### src/c8ie_pkg.sv
// ----------------------------------------------------------------------------
// c8ie_pkg
// Shared types, constants and helpers of the CHIP-8 execute block.
// ----------------------------------------------------------------------------
`default_nettype none

package c8ie_pkg;

  localparam int MEM_BYTES   = 4096;
  localparam int MEM_AW      = $clog2(MEM_BYTES);
  localparam int SCREEN_W    = 64;
  localparam int SCREEN_H    = 32;
  localparam int ROW_AW      = $clog2(SCREEN_H);
  localparam int COL_AW      = $clog2(SCREEN_W);
  localparam int STACK_DEPTH = 16;
  localparam int SP_AW       = $clog2(STACK_DEPTH);
  localparam int Q_DEPTH     = 2;

  localparam logic [2:0] ERR_OK     = 3'd0;
  localparam logic [2:0] ERR_UNDER  = 3'd1;
  localparam logic [2:0] ERR_OVER   = 3'd2;
  localparam logic [2:0] ERR_JUMP   = 3'd3;
  localparam logic [2:0] ERR_SPRITE = 3'd4;
  localparam logic [2:0] ERR_DIGIT  = 3'd5;
  localparam logic [2:0] ERR_BCD    = 3'd6;
  localparam logic [2:0] ERR_BLOCK  = 3'd7;

  localparam logic [1:0] MODE_EXEC = 2'd0;
  localparam logic [1:0] MODE_LOAD = 2'd1;
  localparam logic [1:0] MODE_ROW  = 2'd2;

  localparam logic [1:0] CFG_SHIFT_X = 2'd0;
  localparam logic [1:0] CFG_KEEP_I  = 2'd1;
  localparam logic [1:0] CFG_WRAP    = 2'd2;

  typedef enum logic [4:0] {
    CL_NOP, CL_CLS, CL_RET, CL_JP, CL_CALL, CL_SKIP, CL_ALU, CL_LDI,
    CL_JPV0, CL_RND, CL_DRW, CL_FMISC, CL_WAITKEY, CL_BCD, CL_STORE,
    CL_LOAD, CL_MEMLD, CL_ROW, CL_HOLD
  } cls_t;

  typedef struct packed {
    logic [1:0]        mode;
    logic [15:0]       opcode;
    logic [15:0]       keys;
    logic [7:0]        rand_byte;
    logic [11:0]       load_addr;
    logic [7:0]        load_data;
    logic [4:0]        row_select;
  } raw_t;

  typedef struct packed {
    cls_t              cls;
    raw_t              raw;
  } item_t;

  typedef struct packed {
    logic              shift_uses_x;
    logic              keep_index;
    logic              sprite_wrap;
  } cfg_t;

  typedef struct packed {
    logic [11:0]       pc;
    logic [15:0]       index_value;
    logic [4:0]        stack_depth;
    logic [7:0]        flag_reg;
    logic [2:0]        error_code;
    logic [7:0]        delay_value;
    logic [7:0]        sound_value;
    logic              waiting_key;
    logic [63:0]       display_row_bits;
  } res_t;

  // decimal digit sel (0 hundreds, 1 tens, 2 ones) of a byte
  function automatic logic [7:0] bcd_digit(input logic [7:0] v, input logic [1:0] sel);
    logic [1:0] h;
    logic [7:0] r;
    logic [3:0] t;
    logic [7:0] o;
    h = (v >= 8'd200) ? 2'd2 : (v >= 8'd100) ? 2'd1 : 2'd0;
    r = v - 8'(h * 8'd100);
    t = '0;
    for (int k = 1; k <= 9; k++) begin
      if (r >= 8'(k * 10)) t = 4'(k);
    end
    o = r - 8'(t * 8'd10);
    case (sel)
      2'd0:    bcd_digit = {6'd0, h};
      2'd1:    bcd_digit = {4'd0, t};
      default: bcd_digit = o;
    endcase
  endfunction

endpackage

`default_nettype wire

### src/c8ie_front.sv
// ----------------------------------------------------------------------------
// c8ie_front
// Accepts items, classifies the opcode and queues them for the executor.
// ----------------------------------------------------------------------------
`default_nettype none

module c8ie_front
  import c8ie_pkg::*;
(
  input  wire logic  clk,
  input  wire logic  rst_n,
  input  wire logic  push,
  output logic       full,
  input  wire raw_t  raw,
  output logic       q_valid,
  input  wire logic  q_pop,
  output item_t      q_item
);

  item_t      ent_r [Q_DEPTH];
  logic       wr_ptr_r;
  logic       rd_ptr_r;
  logic [1:0] cnt_r;
  cls_t       cls;
  logic       do_push;

  always_comb begin
    logic [15:0] op;
    op  = raw.opcode;
    cls = CL_NOP;
    case (raw.mode)
      MODE_EXEC: begin
        case (op[15:12])
          4'h0: cls = (op == 16'h00E0) ? CL_CLS : (op == 16'h00EE) ? CL_RET : CL_NOP;
          4'h1: cls = CL_JP;
          4'h2: cls = CL_CALL;
          4'h3, 4'h4: cls = CL_SKIP;
          4'h5, 4'h9: cls = (op[3:0] == 4'h0) ? CL_SKIP : CL_NOP;
          4'h6, 4'h7: cls = CL_ALU;
          4'h8: begin
            if (op[3:0] inside {4'h0, 4'h1, 4'h2, 4'h3, 4'h4, 4'h5, 4'h6, 4'h7, 4'hE})
              cls = CL_ALU;
          end
          4'hA: cls = CL_LDI;
          4'hB: cls = CL_JPV0;
          4'hC: cls = CL_RND;
          4'hD: cls = CL_DRW;
          4'hE: cls = (op[7:0] == 8'h9E || op[7:0] == 8'hA1) ? CL_SKIP : CL_NOP;
          default: begin
            case (op[7:0])
              8'h07, 8'h15, 8'h18, 8'h1E, 8'h29: cls = CL_FMISC;
              8'h0A:   cls = CL_WAITKEY;
              8'h33:   cls = CL_BCD;
              8'h55:   cls = CL_STORE;
              8'h65:   cls = CL_LOAD;
              default: cls = CL_NOP;
            endcase
          end
        endcase
      end
      MODE_LOAD: cls = CL_MEMLD;
      MODE_ROW:  cls = CL_ROW;
      default:   cls = CL_HOLD;
    endcase
  end

  assign full    = (cnt_r == 2'(Q_DEPTH));
  assign q_valid = (cnt_r != 2'd0);
  assign q_item  = ent_r[rd_ptr_r];
  assign do_push = push && !full;

  always_ff @(posedge clk) begin
    if (do_push) ent_r[wr_ptr_r] <= '{cls: cls, raw: raw};
    if (!rst_n) begin
      wr_ptr_r <= 1'b0;
      rd_ptr_r <= 1'b0;
      cnt_r    <= 2'd0;
    end else begin
      if (do_push) wr_ptr_r <= !wr_ptr_r;
      if (q_pop)   rd_ptr_r <= !rd_ptr_r;
      cnt_r <= cnt_r + 2'(do_push) - 2'(q_pop);
    end
  end

endmodule

`default_nettype wire

### config.mk
export PLATFORM = sky130hd
export DESIGN_NAME = c8ie_front
export DESIGN_NICKNAME = d
export VERILOG_FILES = /design/src/c8ie_pkg.sv /design/src/c8ie_front.sv
export SDC_FILE = /design/constraint.sdc
export NUM_CORES = 1
export LEC_CHECK = 0
export ABC_AREA = 1
export BUFFER_PORTS_ARGS = -buffer_cell sky130_fd_sc_hd__buf_2
export CAP_MARGIN = 5
export CORE_ASPECT_RATIO = 0.7
export CORE_MARGIN = 10
export CORE_UTILIZATION = 57
export DETAILED_ROUTE_END_ITERATION = 16
export GPL_TIMING_DRIVEN = 0
export PLACE_DENSITY_LB_ADDON = 0.2
export SYNTH_ARGS = -nofsm -noshare
export SYNTH_HDL_FRONTEND = slang
export SYNTH_SLANG_ARGS = --single-unit
### constraint.sdc
create_clock -name clk -period 8.95 [get_ports clk]
set_input_delay 0.895 -clock clk [delete_from_list [all_inputs] [get_ports clk]]
set_output_delay 0.895 -clock clk [all_outputs]
set_load 0.01 [all_outputs]
==> impl_results.md <==
- CTS Buffer Depth: 2
- CP required: 8.06 ns
- Ports: 145
- PwrDens: 235 mW/mm^2
- CTS tree: built
- Grt ovf: 0
- Post-synthesis instance total: 387
- RSZ-0062 raised after global routing: false
- Critical Path Most Common Cell: buf_2
- Total clock sinks: 149
- Synthesized area per cell: 15.5 sq um
- Worst Hold Class: reg -> reg
- Worst rel slew slack: 59.8%
- Yosys cell types: 26
- Avg Vias per Cell: 5.22
- CP Capture Type: output pin
- Crit-path slowest cell: mux2_2
- Dpl ws: 6.65 ns
- # diodes: 0
- Area delta synth->final: 26.0%
- IO Port Bufs: 144
- Largest net degree at the start of global routing: 33
- Area leader, netlist: edfxtp_1
- Fraction of layout cells with a size suffix above 1: 46.4%
- DRT iter0 DRCs: 190
- Fin cells: 699
- Setup ws final: 6.30 ns
- Filler cells: 709
- Cell Area, Synth: 0.00600 sq mm
- CP Cell Sequence: buf_2, buf_2, mux2_2, buf_2
- Post-DP HPWL: 8.77 mm
- Routability cong.: 0.893
- Clk slew on worst S/H paths: 0.06 ns
- Critical-path maximum fanout: 10
- TritonCTS Buffers: 17
- Leakage: 3.00 nW
- CP top delay family: buffers and inverters
- Final setup viols: 0
- Post-placement cell count: 667
- Post-route clock period utilization: 29.6%
- Most frequent cells in the layout: buf_2 (152), edfxtp_1 (144), mux2_2 (53)
- Post-CTS Setup Inserts: 0
- Post-detailed-route wirelength per cell: 17.7 um
- Slew @ Worst Pin: 0.599 ns
- Total negative slack: 0 ns
- FMAX: 377 MHz
- Startpoint Class: register
- Vias in the first global route: 3923
- Commonest non-fill, non-tap cell in the layout: buf_2
- Top post-synthesis cells by area: edfxtp_1 (72%), mux2_2 (9.9%), mux2_1 (3.6%), nand2_1 (2.9%), nor2_1 (2.1%)
- Worst path bufs/invs: 3
- Clock H-tree levels: 4
- Cts hold-fix bufs: 0
- Clock period minus final worst setup slack: 2.65 ns
- Chip height: 106 um
- Core footprint: 0.0103 sq mm
- Clk root buf: clkbuf_16
- Site Rows: 31
- Initial cell density of the core: 58.2%
- Max Cap Viol: 0
- Via count: 3652
- First drt pass iteration count: 4
- Width of the die: 143 um
- Slowest stage delay, CP: 0.38 ns
- Sequential area share after synthesis: 73.7%
- Final slew viol count: 0
- Status: completed
- Routed WL: 12.4 mm
- Worst Clk Skew: 0.00747 ns
- Maximum vdd drop: 0.000156 V
- Setup CP Type: reg -> out
- Post-CTS sizing: 0
- Share of the synthesized area in the top cell type: 72.0%
- First-pass GRT wire length: 19.5 mm
- Critical Path AT: 1.76 ns
- Flip-flop and latch count after synthesis: 149
- Full die area: 0.0151 sq mm
- DRC Markers: 0
- Initial antenna violation count: 0
- Final net count: 629
- Final Hold Fails: 0
- Synth warn: 0
- Tot GR Track Use: 16.5%
- Syn_nets: 462
- Clk_lat worst skew: 0.41 ns
- Final antenna-violating net count: 0
-- cell usage after synthesis (all sizes together) --
| master | number |
|---|---|
| a21oi | 5 |
| and2 | 2 |
| and3 | 1 |
| buf | 9 |
| dfxtp | 5 |
| edfxtp | 144 |
| ha | 4 |
| inv | 27 |
| mux2 | 72 |
| nand2 | 52 |
| nand3 | 10 |
| nand3b | 1 |
| nand4 | 2 |
| nor2 | 43 |
| nor3 | 2 |
| o21ai | 5 |
| or2 | 2 |
| xnor2 | 1 |
-- cell type report --
type / instances / area [sq um] / area share (%)
Timing Repair Buffer: 148 / 801 / 10.6
Inverter: 27 / 101 / 1.34
Buffer: 9 / 51.3 / 0.678
Sequential cell: 149 / 4420 / 58.5
Clock buffer: 17 / 425 / 5.62
Multi-Input combinational cell: 202 / 1440 / 19.1
Tap cell: 132 / 165 / 2.18
Clock inverter: 15 / 156 / 2.07
-- metal layers --
layer,vias to the layer above,track usage [%],part of all wire [%]
met5,-,0,0
met4,0,6.24,1.4
met3,21,5.92,8.5
met2,144,28.2,50
met1,1754,18.7,40
li1,1733,-,-
-- registers in the layout, summed over array words and instances, names as in the netlist, named ones only --
name,flops
rd_ptr_r,1
cnt_r,2
ent_r,144
wr_ptr_r,1
-- worst reg2reg max path, stage by stage (launching register included) --
cell	delay, ns
dfxtp_1	0.32
inv_1	0.07
o21ai_1	0.49
ha_1	0.35
inv_1	0.06
ha_1	0.15
xnor2_1	0.14
o21ai_0	0.09
a21oi_1	0.12
-- metrics by stage --
stage	total power, mW	hold WS [ns]	utilization, %	instance area (sq um)
after floorplan	1.00	0.459	-	6000
after global placement	1.10	0.468	66.8	6890
after detailed placement	1.11	0.501	67.7	6990
after CTS	1.80	0.527	73.3	7570
after global routing	1.85	0.553	73.3	7570
final	1.78	0.521	73.3	7570
-- final timing paths --
kind / startpoint / to / slack, ns / depth (start not counted)
worst min-delay path: rd_ptr_r / rd_ptr_r / 0.52 / 2
worst max-delay path: register / q_item[56] / 6.30 / 4
worst min register to register: rd_ptr_r / rd_ptr_r / 0.52 / 2
worst max register to register: cnt_r[1] / cnt_r[1] / 7.09 / 8
-- cells by family after synthesis --
family	Yosys count	share of synthesized area (%)
AOI/OAI and AO/OA	10	0.833
xor gates and xnor gates	1	0.146
adders and majority gates	4	0.834
buffers and inverters	36	2.54
DFF	149	73.7
muxes	72	13.5
and+or+nand+nor	115	8.46
-- power by group --
group	leakage [nW]	switching (mW)	internal, mW
Sequential	1.38	0.0143	0.843
Combinational	1.35	0.136	0.0986
Clock	0.271	0.274	0.412
No activity file was read; power rests on OpenSTA's default activity.
